File: src/hw/rtl/tcp_pkg.sv
// tcp_pkg: shared types, command codes and constants of the terminal cursor positioner
// no dependencies; used by the channel interfaces and every module of the block
package tcp_pkg;

   localparam int MAX_ROWS_DEFAULT = 256;
   localparam int MAX_COLS_DEFAULT = 256;

   localparam int CMD_W     = 4;
   localparam int PARAM_W   = 16;
   localparam int POS_W     = 8;
   localparam int SIZE_W    = 9;
   localparam int REP_W     = 9;
   localparam int CSR_IDX_W = 2;

   // largest screen dimension the position fields can address
   localparam int POS_LIMIT = 256;

   localparam logic [POS_W-1:0]   RESET_LAST_ROW = 8'd23;
   localparam logic [SIZE_W-1:0]  RESET_ROWS     = 9'd24;
   localparam logic [SIZE_W-1:0]  RESET_COLS     = 9'd80;
   localparam logic [PARAM_W-1:0] DSR_STATUS     = 16'd5;
   localparam logic [PARAM_W-1:0] DSR_CURSOR     = 16'd6;

   typedef enum logic [CMD_W-1:0] {
      CMD_CUP     = 4'd0,
      CMD_CUU     = 4'd1,
      CMD_CUD     = 4'd2,
      CMD_CUF     = 4'd3,
      CMD_CUB     = 4'd4,
      CMD_CNL     = 4'd5,
      CMD_CPL     = 4'd6,
      CMD_CHA     = 4'd7,
      CMD_VPA     = 4'd8,
      CMD_DECSTBM = 4'd9,
      CMD_SAVE    = 4'd10,
      CMD_RESTORE = 4'd11,
      CMD_DSR     = 4'd12
   } cmd_type;

   typedef enum logic [CSR_IDX_W-1:0] {
      CSR_REGION_REL  = 2'd0,
      CSR_SCREEN_ROWS = 2'd1,
      CSR_SCREEN_COLS = 2'd2
   } csr_index_type;

   typedef struct packed {
      logic [CMD_W-1:0]   cmd;
      logic [PARAM_W-1:0] first_param;
      logic [PARAM_W-1:0] second_param;
   } cmd_payload_type;

   typedef struct packed {
      logic [POS_W-1:0] cursor_col;
      logic [POS_W-1:0] cursor_row;
      logic [POS_W-1:0] region_top_row;
      logic [POS_W-1:0] region_bottom_row;
      logic             report_valid;
      logic [REP_W-1:0] report_row;
      logic [REP_W-1:0] report_col;
      logic             status_ok_report;
   } result_type;

   // effective screen geometry, kept as last row and last column index
   typedef struct packed {
      logic             region_rel;
      logic [POS_W-1:0] last_row;
      logic [POS_W-1:0] last_col;
   } cfg_type;

   // size register clamped to 1..cap, returned as the last zero-based index
   function automatic logic [POS_W-1:0] last_index(logic [SIZE_W-1:0] size,
                                                    logic [SIZE_W-1:0] cap);
      logic [SIZE_W-1:0] eff;
      eff = (size == '0) ? SIZE_W'(1) : size;
      if (eff > cap) eff = cap;
      return POS_W'(eff - SIZE_W'(1));
   endfunction

endpackage

File: src/hw/rtl/tcp_req_if.sv
// tcp_req_if: command channel of the terminal cursor positioner
// depends on tcp_pkg for field widths
interface tcp_req_if import tcp_pkg::*; ();
   logic               valid;
   logic               ready;
   logic [CMD_W-1:0]   cmd;
   logic [PARAM_W-1:0] first_param;
   logic [PARAM_W-1:0] second_param;

   modport source (output valid, cmd, first_param, second_param, input ready);
   modport sink   (input valid, cmd, first_param, second_param, output ready);
endinterface

File: src/hw/rtl/tcp_rsp_if.sv
// tcp_rsp_if: result channel of the terminal cursor positioner
// depends on tcp_pkg for field widths
interface tcp_rsp_if import tcp_pkg::*; ();
   logic             valid;
   logic             ready;
   logic [POS_W-1:0] cursor_col;
   logic [POS_W-1:0] cursor_row;
   logic [POS_W-1:0] region_top_row;
   logic [POS_W-1:0] region_bottom_row;
   logic             report_valid;
   logic [REP_W-1:0] report_row;
   logic [REP_W-1:0] report_col;
   logic             status_ok_report;

   modport source (output valid, cursor_col, cursor_row, region_top_row, region_bottom_row,
                   report_valid, report_row, report_col, status_ok_report,
                   input ready);
   modport sink   (input valid, cursor_col, cursor_row, region_top_row, region_bottom_row,
                   report_valid, report_row, report_col, status_ok_report,
                   output ready);
endinterface

File: src/hw/rtl/tcp_csr.sv
// tcp_csr: configuration registers, stores origin mode and the clamped screen geometry
// depends on tcp_pkg
module tcp_csr import tcp_pkg::*; #(
   parameter int MAX_ROWS = MAX_ROWS_DEFAULT,
   parameter int MAX_COLS = MAX_COLS_DEFAULT
) (
   input  logic                 clock,
   input  logic                 reset,
   input  logic                 csr_wr_en,
   input  logic [CSR_IDX_W-1:0] csr_index,
   input  logic [SIZE_W-1:0]    csr_wdata,
   output cfg_type              cfg
);

   localparam int RowCap = (MAX_ROWS < POS_LIMIT) ? MAX_ROWS : POS_LIMIT;
   localparam int ColCap = (MAX_COLS < POS_LIMIT) ? MAX_COLS : POS_LIMIT;
   localparam logic [SIZE_W-1:0] ROW_CAP = SIZE_W'(RowCap);
   localparam logic [SIZE_W-1:0] COL_CAP = SIZE_W'(ColCap);
   localparam logic [POS_W-1:0]  RESET_ROW_IDX = last_index(RESET_ROWS, ROW_CAP);
   localparam logic [POS_W-1:0]  RESET_COL_IDX = last_index(RESET_COLS, COL_CAP);

   cfg_type cfg_ff, cfg_in;

   always_comb begin
      cfg_in = cfg_ff;
      if (csr_wr_en) begin
         case (csr_index_type'(csr_index))
            CSR_REGION_REL:  cfg_in.region_rel = csr_wdata[0];
            CSR_SCREEN_ROWS: cfg_in.last_row   = last_index(csr_wdata, ROW_CAP);
            CSR_SCREEN_COLS: cfg_in.last_col   = last_index(csr_wdata, COL_CAP);
            default:         cfg_in            = cfg_ff;
         endcase
      end
   end

   always_ff @(posedge clock) begin
      if (reset) begin
         cfg_ff.region_rel <= 1'b0;
         cfg_ff.last_row   <= RESET_ROW_IDX;
         cfg_ff.last_col   <= RESET_COL_IDX;
      end else begin
         cfg_ff <= cfg_in;
      end
   end

   assign cfg = cfg_ff;

endmodule

File: src/hw/rtl/tcp_exec.sv
// tcp_exec: cursor, scroll region and saved cursor state with the per-command update logic
// depends on tcp_pkg; fed by the input stage and configuration of the top level
module tcp_exec import tcp_pkg::*; (
   input  logic            clock,
   input  logic            reset,
   input  logic            advance,
   input  cmd_payload_type item,
   input  cfg_type         cfg,
   output result_type      result
);

   logic [POS_W-1:0] col_ff, col_in, row_ff, row_in;
   logic [POS_W-1:0] top_ff, top_in, bottom_ff, bottom_in;
   logic [POS_W-1:0] saved_col_ff, saved_col_in, saved_row_ff, saved_row_in;
   logic             saved_valid_ff, saved_valid_in;

   logic [POS_W-1:0]   bot, top, row, col, lo, hi, nt, nb, rel;
   logic [PARAM_W-1:0] p1, p1m1, p2m1;
   logic [PARAM_W:0]   abs_sum, dn_sum, fwd_sum;
   logic signed [PARAM_W+1:0] up_diff;
   logic [POS_W-1:0]   row_abs, col_abs_p1, col_abs_p2, up_row, dn_row, fwd_col, back_col;

   always_comb begin
      // fix up state left stale by a screen size change
      bot = (bottom_ff > cfg.last_row) ? cfg.last_row : bottom_ff;
      top = (top_ff > bot) ? '0 : top_ff;
      row = (row_ff > cfg.last_row) ? cfg.last_row : row_ff;
      col = (col_ff > cfg.last_col) ? cfg.last_col : col_ff;
      lo  = cfg.region_rel ? top : '0;
      hi  = cfg.region_rel ? bot : cfg.last_row;

      p1   = (item.first_param == '0) ? PARAM_W'(1) : item.first_param;
      p1m1 = p1 - PARAM_W'(1);
      p2m1 = (item.second_param == '0) ? '0 : item.second_param - PARAM_W'(1);

      // absolute row, region relative in origin mode
      abs_sum = {1'b0, p1m1} + (PARAM_W+1)'(top);
      if (cfg.region_rel)
         row_abs = (abs_sum > (PARAM_W+1)'(bot)) ? bot : abs_sum[POS_W-1:0];
      else
         row_abs = (p1m1 > PARAM_W'(cfg.last_row)) ? cfg.last_row : p1m1[POS_W-1:0];

      col_abs_p1 = (p1m1 > PARAM_W'(cfg.last_col)) ? cfg.last_col : p1m1[POS_W-1:0];
      col_abs_p2 = (p2m1 > PARAM_W'(cfg.last_col)) ? cfg.last_col : p2m1[POS_W-1:0];

      // upward moves stop at lo, which also pulls a row above the region down to top
      up_diff = $signed((PARAM_W+2)'(row) - (PARAM_W+2)'(p1));
      up_row  = (up_diff < $signed((PARAM_W+2)'(lo))) ? lo : up_diff[POS_W-1:0];

      dn_sum = (PARAM_W+1)'(row) + (PARAM_W+1)'(p1);
      dn_row = (dn_sum > (PARAM_W+1)'(hi)) ? hi : dn_sum[POS_W-1:0];

      fwd_sum  = (PARAM_W+1)'(col) + (PARAM_W+1)'(p1);
      fwd_col  = (fwd_sum > (PARAM_W+1)'(cfg.last_col)) ? cfg.last_col : fwd_sum[POS_W-1:0];
      back_col = (p1 > PARAM_W'(col)) ? '0 : col - p1[POS_W-1:0];

      nt = (p1m1 > PARAM_W'(cfg.last_row)) ? cfg.last_row : p1m1[POS_W-1:0];
      if (item.second_param == '0)
         nb = cfg.last_row;
      else
         nb = (p2m1 > PARAM_W'(cfg.last_row)) ? cfg.last_row : p2m1[POS_W-1:0];

      rel = (cfg.region_rel) ? ((row >= top) ? row - top : '0) : row;

      col_in         = col;
      row_in         = row;
      top_in         = top;
      bottom_in      = bot;
      saved_col_in   = saved_col_ff;
      saved_row_in   = saved_row_ff;
      saved_valid_in = saved_valid_ff;
      result         = '0;

      case (cmd_type'(item.cmd))
         CMD_CUP: begin
            row_in = row_abs;
            col_in = col_abs_p2;
         end
         CMD_CUU: row_in = up_row;
         CMD_CUD: row_in = dn_row;
         CMD_CUF: col_in = fwd_col;
         CMD_CUB: col_in = back_col;
         CMD_CNL: begin
            row_in = dn_row;
            col_in = '0;
         end
         CMD_CPL: begin
            row_in = up_row;
            col_in = '0;
         end
         CMD_CHA: col_in = col_abs_p1;
         CMD_VPA: row_in = row_abs;
         CMD_DECSTBM: begin
            // an empty or inverted region leaves everything alone
            if (nt < nb) begin
               top_in    = nt;
               bottom_in = nb;
               col_in    = '0;
               row_in    = cfg.region_rel ? nt : '0;
            end
         end
         CMD_SAVE: begin
            saved_col_in   = col;
            saved_row_in   = row;
            saved_valid_in = 1'b1;
         end
         CMD_RESTORE: begin
            if (saved_valid_ff) begin
               col_in = (saved_col_ff > cfg.last_col) ? cfg.last_col : saved_col_ff;
               row_in = (saved_row_ff > cfg.last_row) ? cfg.last_row : saved_row_ff;
            end
         end
         CMD_DSR: begin
            if (item.first_param == DSR_STATUS) begin
               result.status_ok_report = 1'b1;
            end else if (item.first_param == DSR_CURSOR) begin
               result.report_valid = 1'b1;
               result.report_row   = REP_W'(rel) + REP_W'(1);
               result.report_col   = REP_W'(col) + REP_W'(1);
            end
         end
         default: ;
      endcase

      result.cursor_col        = col_in;
      result.cursor_row        = row_in;
      result.region_top_row    = top_in;
      result.region_bottom_row = bottom_in;
   end

   always_ff @(posedge clock) begin
      if (reset) begin
         col_ff         <= '0;
         row_ff         <= '0;
         top_ff         <= '0;
         bottom_ff      <= RESET_LAST_ROW;
         saved_col_ff   <= '0;
         saved_row_ff   <= '0;
         saved_valid_ff <= 1'b0;
      end else if (advance) begin
         col_ff         <= col_in;
         row_ff         <= row_in;
         top_ff         <= top_in;
         bottom_ff      <= bottom_in;
         saved_col_ff   <= saved_col_in;
         saved_row_ff   <= saved_row_in;
         saved_valid_ff <= saved_valid_in;
      end
   end

`ifndef NO_ASSERTIONS
   // region never inverted: stale fix-up and the region command both keep top at or above bottom
   a_region_order: assert property (@(posedge clock) disable iff (reset)
      top_ff <= bottom_ff)
      else $error("scroll region top below bottom");

   // once a cursor is saved it stays saved until reset
   a_saved_sticky: assert property (@(posedge clock) disable iff (reset)
      !$fell(saved_valid_ff))
      else $error("saved cursor lost");

   // the two reply kinds never come from one command
   a_reply_exclusive: assert property (@(posedge clock) disable iff (reset)
      !(result.report_valid && result.status_ok_report))
      else $error("position report and status reply together");

   // a position report is one-based and fields are zero when there is no report
   a_report_fields: assert property (@(posedge clock) disable iff (reset)
      result.report_valid ? (result.report_row != '0 && result.report_col != '0)
                          : (result.report_row == '0 && result.report_col == '0))
      else $error("bad cursor position report fields");

   // the state only moves when a transaction is processed
   a_state_hold: assert property (@(posedge clock) disable iff (reset)
      !advance |=> $stable(col_ff) && $stable(row_ff) && $stable(top_ff)
                   && $stable(bottom_ff))
      else $error("cursor state changed without a transaction");
`endif

endmodule

File: src/hw/rtl/terminal_cursor_positioner.sv
// terminal_cursor_positioner: top level, input stage, result register and channel handshakes
// depends on tcp_pkg, tcp_req_if, tcp_rsp_if, tcp_csr and tcp_exec
//
// Usage:
//  req_chan carries one decoded CSI cursor command (cmd, first_param, second_param);
//  rsp_chan returns exactly one result per command: cursor, scroll region and any
//  status or cursor position reply. Both are valid/ready channels.
//  csr_wr_en/csr_index/csr_wdata write origin mode (0), screen rows (1) and screen
//  columns (2); write them only while no command is in flight.
//  An accepted command waits in the input register and its result is registered in the
//  result register when it leaves; rsp_chan.valid rises as that register loads.
//  Throughput: one command per cycle when not stalled; the cursor state is read and
//  written in the same cycle as the result register loads, so consecutive commands
//  chain directly. Stall: while rsp_chan.ready is low the result register holds; one
//  more command is still taken into the input register, then req_chan.ready drops until
//  the result is taken.
//  Reset (synchronous, active high): cursor at (0,0), region rows 0..23, nothing
//  saved, origin mode off, 24 rows by 80 columns, both registers empty.
module terminal_cursor_positioner import tcp_pkg::*; #(
   parameter int MAX_ROWS = MAX_ROWS_DEFAULT,
   parameter int MAX_COLS = MAX_COLS_DEFAULT
) (
   input  logic                 clock,
   input  logic                 reset,
   tcp_req_if.sink              req_chan,
   tcp_rsp_if.source            rsp_chan,
   input  logic                 csr_wr_en,
   input  logic [CSR_IDX_W-1:0] csr_index,
   input  logic [SIZE_W-1:0]    csr_wdata
);

   cfg_type         cfg;
   cmd_payload_type stage_ff, stage_in;
   logic            stage_valid_ff, stage_valid_in;
   result_type      out_ff, out_in, exec_result;
   logic            out_valid_ff, out_valid_in;
   logic            out_free, advance, accept;

   tcp_csr #(
      .MAX_ROWS (MAX_ROWS),
      .MAX_COLS (MAX_COLS)
   ) u_csr (
      .clock     (clock),
      .reset     (reset),
      .csr_wr_en (csr_wr_en),
      .csr_index (csr_index),
      .csr_wdata (csr_wdata),
      .cfg       (cfg)
   );

   tcp_exec u_exec (
      .clock   (clock),
      .reset   (reset),
      .advance (advance),
      .item    (stage_ff),
      .cfg     (cfg),
      .result  (exec_result)
   );

   assign out_free       = !out_valid_ff || rsp_chan.ready;
   assign advance        = stage_valid_ff && out_free;
   assign req_chan.ready = !stage_valid_ff || out_free;
   assign accept         = req_chan.valid && req_chan.ready;

   always_comb begin
      stage_in              = stage_ff;
      stage_valid_in        = stage_valid_ff;
      out_in                = out_ff;
      out_valid_in          = out_valid_ff;
      if (advance) begin
         out_in       = exec_result;
         out_valid_in = 1'b1;
         stage_valid_in = 1'b0;
      end else if (rsp_chan.ready) begin
         out_valid_in = 1'b0;
      end
      if (accept) begin
         stage_in.cmd          = req_chan.cmd;
         stage_in.first_param  = req_chan.first_param;
         stage_in.second_param = req_chan.second_param;
         stage_valid_in        = 1'b1;
      end
   end

   always_ff @(posedge clock) begin
      if (reset) begin
         stage_valid_ff <= 1'b0;
         out_valid_ff   <= 1'b0;
      end else begin
         stage_valid_ff <= stage_valid_in;
         out_valid_ff   <= out_valid_in;
      end
   end

   always_ff @(posedge clock) begin
      stage_ff <= stage_in;
      out_ff   <= out_in;
   end

   assign rsp_chan.valid             = out_valid_ff;
   assign rsp_chan.cursor_col        = out_ff.cursor_col;
   assign rsp_chan.cursor_row        = out_ff.cursor_row;
   assign rsp_chan.region_top_row    = out_ff.region_top_row;
   assign rsp_chan.region_bottom_row = out_ff.region_bottom_row;
   assign rsp_chan.report_valid      = out_ff.report_valid;
   assign rsp_chan.report_row        = out_ff.report_row;
   assign rsp_chan.report_col        = out_ff.report_col;
   assign rsp_chan.status_ok_report  = out_ff.status_ok_report;

`ifndef NO_ASSERTIONS
   // a command waiting in the input register is never dropped while the result is stalled
   a_stage_hold: assert property (@(posedge clock) disable iff (reset)
      stage_valid_ff && !out_free |=> stage_valid_ff && $stable(stage_ff))
      else $error("queued transaction lost under stall");

   // a result only appears in the cycle after a command left the input register
   a_out_source: assert property (@(posedge clock) disable iff (reset)
      $rose(out_valid_ff) |-> $past(advance))
      else $error("result without a processed transaction");

   // no result register overwrite while it is still waiting
   a_no_overwrite: assert property (@(posedge clock) disable iff (reset)
      out_valid_ff && !rsp_chan.ready |-> !advance)
      else $error("pending result overwritten");
`endif

endmodule
File: src/flat_wrapper.sv
// flat-port wrapper written by rule: the top's interface ports become plain ports
module terminal_cursor_positioner_flat import tcp_pkg::*;
#(
   parameter int MAX_ROWS = MAX_ROWS_DEFAULT,
   parameter int MAX_COLS = MAX_COLS_DEFAULT
)
  (clock, reset, csr_wr_en, csr_index, csr_wdata, req_chan_valid, req_chan_cmd, req_chan_first_param, req_chan_second_param, req_chan_ready, rsp_chan_valid, rsp_chan_cursor_col, rsp_chan_cursor_row, rsp_chan_region_top_row, rsp_chan_region_bottom_row, rsp_chan_report_valid, rsp_chan_report_row, rsp_chan_report_col, rsp_chan_status_ok_report, rsp_chan_ready);
  tcp_req_if req_chan_i ();
  tcp_rsp_if rsp_chan_i ();
  input  logic clock;
  input  logic reset;
  input  logic csr_wr_en;
  input  logic [CSR_IDX_W-1:0] csr_index;
  input  logic [SIZE_W-1:0] csr_wdata;
  input wire logic [$bits(req_chan_i.valid)-1:0] req_chan_valid;
  input wire logic [$bits(req_chan_i.cmd)-1:0] req_chan_cmd;
  input wire logic [$bits(req_chan_i.first_param)-1:0] req_chan_first_param;
  input wire logic [$bits(req_chan_i.second_param)-1:0] req_chan_second_param;
  output wire logic [$bits(req_chan_i.ready)-1:0] req_chan_ready;
  output wire logic [$bits(rsp_chan_i.valid)-1:0] rsp_chan_valid;
  output wire logic [$bits(rsp_chan_i.cursor_col)-1:0] rsp_chan_cursor_col;
  output wire logic [$bits(rsp_chan_i.cursor_row)-1:0] rsp_chan_cursor_row;
  output wire logic [$bits(rsp_chan_i.region_top_row)-1:0] rsp_chan_region_top_row;
  output wire logic [$bits(rsp_chan_i.region_bottom_row)-1:0] rsp_chan_region_bottom_row;
  output wire logic [$bits(rsp_chan_i.report_valid)-1:0] rsp_chan_report_valid;
  output wire logic [$bits(rsp_chan_i.report_row)-1:0] rsp_chan_report_row;
  output wire logic [$bits(rsp_chan_i.report_col)-1:0] rsp_chan_report_col;
  output wire logic [$bits(rsp_chan_i.status_ok_report)-1:0] rsp_chan_status_ok_report;
  input wire logic [$bits(rsp_chan_i.ready)-1:0] rsp_chan_ready;
  assign req_chan_i.valid = req_chan_valid;
  assign req_chan_i.cmd = req_chan_cmd;
  assign req_chan_i.first_param = req_chan_first_param;
  assign req_chan_i.second_param = req_chan_second_param;
  assign req_chan_ready = req_chan_i.ready;
  assign rsp_chan_valid = rsp_chan_i.valid;
  assign rsp_chan_cursor_col = rsp_chan_i.cursor_col;
  assign rsp_chan_cursor_row = rsp_chan_i.cursor_row;
  assign rsp_chan_region_top_row = rsp_chan_i.region_top_row;
  assign rsp_chan_region_bottom_row = rsp_chan_i.region_bottom_row;
  assign rsp_chan_report_valid = rsp_chan_i.report_valid;
  assign rsp_chan_report_row = rsp_chan_i.report_row;
  assign rsp_chan_report_col = rsp_chan_i.report_col;
  assign rsp_chan_status_ok_report = rsp_chan_i.status_ok_report;
  assign rsp_chan_i.ready = rsp_chan_ready;
  terminal_cursor_positioner #(.MAX_ROWS(MAX_ROWS), .MAX_COLS(MAX_COLS)) u_core (.clock(clock), .reset(reset), .req_chan(req_chan_i), .rsp_chan(rsp_chan_i), .csr_wr_en(csr_wr_en), .csr_index(csr_index), .csr_wdata(csr_wdata));
endmodule
File: config.mk
export PLATFORM = sky130hd
export DESIGN_NAME = terminal_cursor_positioner_flat
export DESIGN_NICKNAME = d
export VERILOG_FILES = /design/src/hw/rtl/tcp_pkg.sv /design/src/hw/rtl/tcp_req_if.sv /design/src/hw/rtl/tcp_rsp_if.sv /design/src/hw/rtl/tcp_csr.sv /design/src/hw/rtl/tcp_exec.sv /design/src/hw/rtl/terminal_cursor_positioner.sv /design/src/flat_wrapper.sv
export SDC_FILE = /design/constraint.sdc
export NUM_CORES = 1
export LEC_CHECK = 0
export BUFFER_PORTS_ARGS = -buffer_cell sky130_fd_sc_hd__buf_2
export CORE_MARGIN = 1.5
export CORE_UTILIZATION = 45
export CTS_CLUSTER_SIZE = 30
export DETAILED_ROUTE_END_ITERATION = 16
export PLACE_DENSITY = 0.58
export SLEW_MARGIN = 5
export SYNTH_ARGS = -nofsm -noshare
export SYNTH_HDL_FRONTEND = slang
export SYNTH_SLANG_ARGS = --single-unit
File: constraint.sdc
create_clock -name clock -period 9.05 [get_ports clock]
set_input_delay 1.3575 -clock clock [delete_from_list [all_inputs] [get_ports clock]]
set_output_delay 1.3575 -clock clock [all_outputs]
set_load 0.02 [all_outputs]
==> flow_summary.html <==
<table>
<tr><th>Metric</th><th>Value</th></tr>
<tr><th colspan="2">Run status</th></tr>
<tr><td>Result of the run</td><td>finished clean</td></tr>
<tr><th colspan="2">Final layout</th></tr>
<tr><td>Number of nets in the layout</td><td>1998</td></tr>
<tr><td>Area overhead of the layout relative to synthesis</td><td>11.62%</td></tr>
<tr><td>Final Non-Filler Cells</td><td>2179</td></tr>
<tr><td>Antenna Diode Count</td><td>0</td></tr>
<tr><td>Final Core Density</td><td>51.03%</td></tr>
<tr><td>Fraction of layout cells with a size suffix above 1</td><td>13.45%</td></tr>
<tr><td>Fill count</td><td>3005</td></tr>
<tr><th colspan="2">Power and ir drop</th></tr>
<tr><td>VDD IR-drop max</td><td>0.1429 mV</td></tr>
<tr><td>Sequential fraction of design power</td><td>34.2%</td></tr>
<tr><td>Sw Pwr</td><td>886.7 µW</td></tr>
<tr><td>Total leakage power</td><td>0.006830 µW</td></tr>
<tr><td>Overall power</td><td>2431 µW</td></tr>
<tr><td>Proportion of power drawn by the clock network</td><td>31.2%</td></tr>
<tr><td>Combinational fraction of design power</td><td>34.6%</td></tr>
<tr><td>Power per cell area</td><td>151.0 nW/µm²</td></tr>
<tr><td>Int Pwr</td><td>1544 µW</td></tr>
<tr><td>Sw Share</td><td>36.47%</td></tr>
<tr><th colspan="2">Timing</th></tr>
<tr><td>F_max</td><td>118.6 MHz</td></tr>
<tr><td>Setup Skew</td><td>0.01021 ns</td></tr>
<tr><td>Slew Limit Headroom</td><td>10.24%</td></tr>
<tr><td>Summed negative setup slack over all endpoints</td><td>0 ns</td></tr>
<tr><td>Worst slew pin tran</td><td>1.334 ns</td></tr>
<tr><td>Share of the clock period used by the worst path after layout</td><td>93.20%</td></tr>
<tr><td>Count of endpoints failing hold in the final timing report</td><td>0</td></tr>
<tr><td>Minimum period implied by the final worst setup slack</td><td>8.435 ns</td></tr>
<tr><td>Final Max Tran Viols</td><td>0</td></tr>
<tr><td>Setup-violating endpoint count in the final report</td><td>0</td></tr>
<tr><td>Smallest hold slack</td><td>0.4718 ns</td></tr>
<tr><td>Unrepaired setup endpoints after global routing</td><td>no</td></tr>
<tr><th colspan="2">Floorplanning</th></tr>
<tr><td>Area of the core region</td><td>31560 µm²</td></tr>
<tr><td>Initial core utilization</td><td>45.72%</td></tr>
<tr><td>Overall die width</td><td>182.1 µm</td></tr>
<tr><td>I/O Pins</td><td>106</td></tr>
<tr><td>Die height</td><td>182.1 µm</td></tr>
<tr><td>Die area</td><td>33140 µm²</td></tr>
<tr><td>Number of placement rows</td><td>65</td></tr>
<tr><th colspan="2">Worst setup path</th></tr>
<tr><td>Startpoint types</td><td>register</td></tr>
<tr><td>WS Path Type</td><td>register to register</td></tr>
<tr><td>Top delay family on crit path</td><td>compound AO/OA/AOI/OAI gates</td></tr>
<tr><td>Buffer and inverter count on the worst path</td><td>2</td></tr>
<tr><td>Data required time of the worst path</td><td>9.22 ns</td></tr>
<tr><td>Endpoint type of the worst setup path</td><td>register</td></tr>
<tr><td>CP Depth</td><td>34</td></tr>
<tr><td>Arr. time, crit path</td><td>8.60 ns</td></tr>
<tr><td>Largest fanout on the critical path</td><td>7</td></tr>
<tr><td>Slowest stage cell, crit path</td><td>dfxtp_1</td></tr>
<tr><td>Delay of the slowest cell on the worst path</td><td>0.49 ns</td></tr>
<tr><td>Depth of the worst register-to-register path</td><td>34</td></tr>
<tr><th colspan="2">Logic synthesis</th></tr>
<tr><td>#FFs+latches synth</td><td>156</td></tr>
<tr><td>Async set or reset register ratio after synthesis</td><td>0%</td></tr>
<tr><td>Mapped Avg Cell Area</td><td>8.659 µm²</td></tr>
<tr><td>Number of enable-type register cells in the synthesized netlist</td><td>88</td></tr>
<tr><td>Cell taking the most area after synthesis</td><td>edfxtp_1</td></tr>
<tr><td>Part of the Yosys area used for sequential elements</td><td>27.75%</td></tr>
<tr><td>Ranking of synthesized cells by instance count</td><td>nor2_1, ha_1, nand2_1</td></tr>
<tr><td>Synth top area share</td><td>18.32%</td></tr>
<tr><td>Most frequently used flop master after synthesis</td><td>edfxtp_1</td></tr>
<tr><td>Distinct cells, synth</td><td>92</td></tr>
<tr><td>Biggest area contributors in the synthesized netlist</td><td>edfxtp_1, ha_1, dfxtp_1, mux2i_1, nor2_1</td></tr>
<tr><td>Library cell with the highest instance count after synthesis</td><td>nor2_1</td></tr>
<tr><td>Number of standard cells after synthesis</td><td>1666</td></tr>
<tr><td>Number of nets in the synthesized netlist</td><td>1900</td></tr>
<tr><td>Number of warnings issued by yosys</td><td>0</td></tr>
<tr><td>Synthesized area</td><td>14430 µm²</td></tr>
<tr><th colspan="2">GRT</th></tr>
<tr><td>Vias in the first global route</td><td>13030</td></tr>
<tr><td>Total gr overflow</td><td>0</td></tr>
<tr><td>Overall fraction of global-route tracks in use</td><td>33.45%</td></tr>
<tr><td>Number of antenna violations at the first check in global routing</td><td>1</td></tr>
<tr><td>Largest net degree at the start of global routing</td><td>59</td></tr>
<tr><td>Global-route wire length before repair</td><td>82200 µm</td></tr>
<tr><th colspan="2">Clock network</th></tr>
<tr><td>Clock latency at the later pin of the worst-skew pair</td><td>0.45 ns</td></tr>
<tr><td>Setup repair bufs after CTS</td><td>0</td></tr>
<tr><td>TritonCTS Buffers</td><td>17</td></tr>
<tr><td>Number of buffers on the longest clock path</td><td>2</td></tr>
<tr><td>Clock transition at the registers of the reported paths</td><td>0.07 ns</td></tr>
<tr><td>Master cell of the clock root buffer</td><td>clkbuf_16</td></tr>
<tr><td>CTS tree</td><td>yes</td></tr>
<tr><td>Depth of the CTS H-tree</td><td>4</td></tr>
<tr><td>Clock sink total</td><td>156</td></tr>
<tr><th colspan="2">Placed design</th></tr>
<tr><td>Final Wtd Congestion</td><td>1.012</td></tr>
<tr><td>Port Buffers</td><td>105</td></tr>
<tr><td>Placed instance count</td><td>2147</td></tr>
<tr><td>Half-perimeter wire length after placement</td><td>42930 µm</td></tr>
<tr><th colspan="2">Min path</th></tr>
<tr><td>Hold Crit Class</td><td>register to register</td></tr>
<tr><td>Number of stages on the worst hold path</td><td>2</td></tr>
<tr><th colspan="2">Detailed routing</th></tr>
<tr><td>Routed vias</td><td>13710</td></tr>
<tr><td>Wire length reported by the detailed router</td><td>55070 µm</td></tr>
<tr><td>Post-detailed-route wirelength per cell</td><td>25.27 µm</td></tr>
<tr><td>Number of iterations in the first detailed-routing pass</td><td>5</td></tr>
<tr><td>Antenna Nets Post-Route</td><td>0</td></tr>
<tr><td>Number of DRC violations after detailed-routing iteration 0</td><td>1291</td></tr>
<tr><td>Ratio of routed vias to standard cells</td><td>6.294</td></tr>
<tr><td>Post-route DRC</td><td>0</td></tr>
<tr><th colspan="2">Job</th></tr>
<tr><td>Max-capacitance violation count</td><td>0</td></tr>
</table>
-- sequential cells by signal, indices dropped and copies added, names as in the netlist, 8 cells and up --
| name | count |
|---|---|
| u_core.rsp_chan.cursor_col | 8 |
| u_core.u_csr.cfg | 17 |
| u_core.rsp_chan.region_top_row | 8 |
| u_core.rsp_chan.report_col | 9 |
| u_core.u_exec.row_ff | 8 |
| u_core.rsp_chan.region_bottom_row | 8 |
| u_core.rsp_chan.cursor_row | 8 |
| u_core.u_exec.col_ff | 8 |
| u_core.stage_ff | 36 |
| u_core.u_exec.bottom_ff | 8 |
| u_core.rsp_chan.report_row | 9 |
| u_core.u_exec.saved_col_ff | 8 |
| u_core.u_exec.top_ff | 8 |
| u_core.u_exec.saved_row_ff | 8 |
-- metrics by stage --
step                area [µm²]  worst slack (ns)
global route             16100           0.03798
floorplan                14430             1.657
CTS                      16090            0.4300
finish                   16100            0.6153
detailed placement       15480            0.4755
global placement         15480            0.7446
-- power by group through the flow --
stage          sequential, µW  combinational, µW  clock (µW)
3_3_place_gp              845                817           0
2_1_floorplan             840                539           0
4_1_cts                   830                826         774
6_report                  832                842         758
5_1_grt                   835                917         798
3_5_place_dp              845                821           0
-- per-layer routing --
| metal | track usage, % | wire (µm) | part of all wire [%] |
|---|---|---|---|
| met5 | 0 | 0 | 0 |
| met4 | 15.47 | 2603 | 4.7 |
| met3 | 5.308 | 3731 | 6.8 |
| met2 | 54.80 | 25310 | 46 |
| met1 | 43.28 | 23420 | 43 |
-- tightest hold or removal path, stage by stage, from the launching register on --
cell	delay (ns)
dfxtp_1	0.33
a21oi_1	0.06
nand2_1	0.05
-- kinds of logic after synthesis --
family,synth area share (%)
AND/OR/NAND/NOR,18.57
flip-flops,27.75
buffers and inverters,5.065
adder cells (fa/ha/maj),16.17
multiplexers,7.346
XOR/XNOR,3.703
AO/OA/AOI/OAI,21.40
-- worst paths after layout --
check                                                              from                                       to  slack [ns]
worst max-delay path                  u_core.u_csr.cfg[14]$_SDFFE_PP0P_  u_core.rsp_chan.cursor_row[4]$_DFFE_PP_        0.62
worst min-delay path            u_core.u_exec.bottom_ff[0]$_SDFFE_PP1P_  u_core.u_exec.bottom_ff[0]$_SDFFE_PP1P_        0.47
worst max register to register        u_core.u_csr.cfg[14]$_SDFFE_PP0P_  u_core.rsp_chan.cursor_row[4]$_DFFE_PP_        0.62
worst min register to register  u_core.u_exec.bottom_ff[0]$_SDFFE_PP1P_  u_core.u_exec.bottom_ff[0]$_SDFFE_PP1P_        0.47
-- cells in the final DEF, fill, tap and decap left out, types with 9 or more instances in the layout --
| master | n |
|---|---|
| nor2_1 | 179 |
| o211ai_1 | 17 |
| a22oi_1 | 18 |
| nor2b_1 | 29 |
| buf_2 | 105 |
| ha_1 | 176 |
| and3_1 | 15 |
| o21a_1 | 26 |
| a31oi_1 | 9 |
| mux2_2 | 15 |
| o21ai_0 | 72 |
| nor3_1 | 32 |
| nor4_1 | 16 |
| a21o_1 | 18 |
| xor2_1 | 18 |
| nand4_1 | 23 |
| dfxtp_1 | 68 |
| a21oi_1 | 106 |
| inv_1 | 101 |
| xnor2_1 | 43 |
| mux2i_1 | 78 |
| a221oi_1 | 9 |
| nand2b_1 | 23 |
| a211oi_1 | 39 |
| a32oi_1 | 15 |
| or3_1 | 13 |
| edfxtp_1 | 88 |
| nand3_1 | 38 |
| or2_2 | 9 |
| o21ai_1 | 13 |
| buf_4 | 47 |
| clkbuf_16 | 19 |
| nand2_1 | 111 |
| a211o_1 | 12 |
-- final cells by class --
class	instances	area, µm²	area share, %
clock buffers	23	500.5	3.108
clock inverters	9	106.4	0.6605
inverters	102	382.9	2.378
multi-input cells	1335	9728	60.41
flip-flops and latches	156	4004	24.86
well taps	402	503.0	3.124
repair buffers	152	878.3	5.455
-- what timing repair did --
action | CTS | global route
hold buffers | 0 | 0
gates resized for setup | 0 | 5
endpoints found under the setup margin | 0 | 15
(Power assumes the default switching activity.)
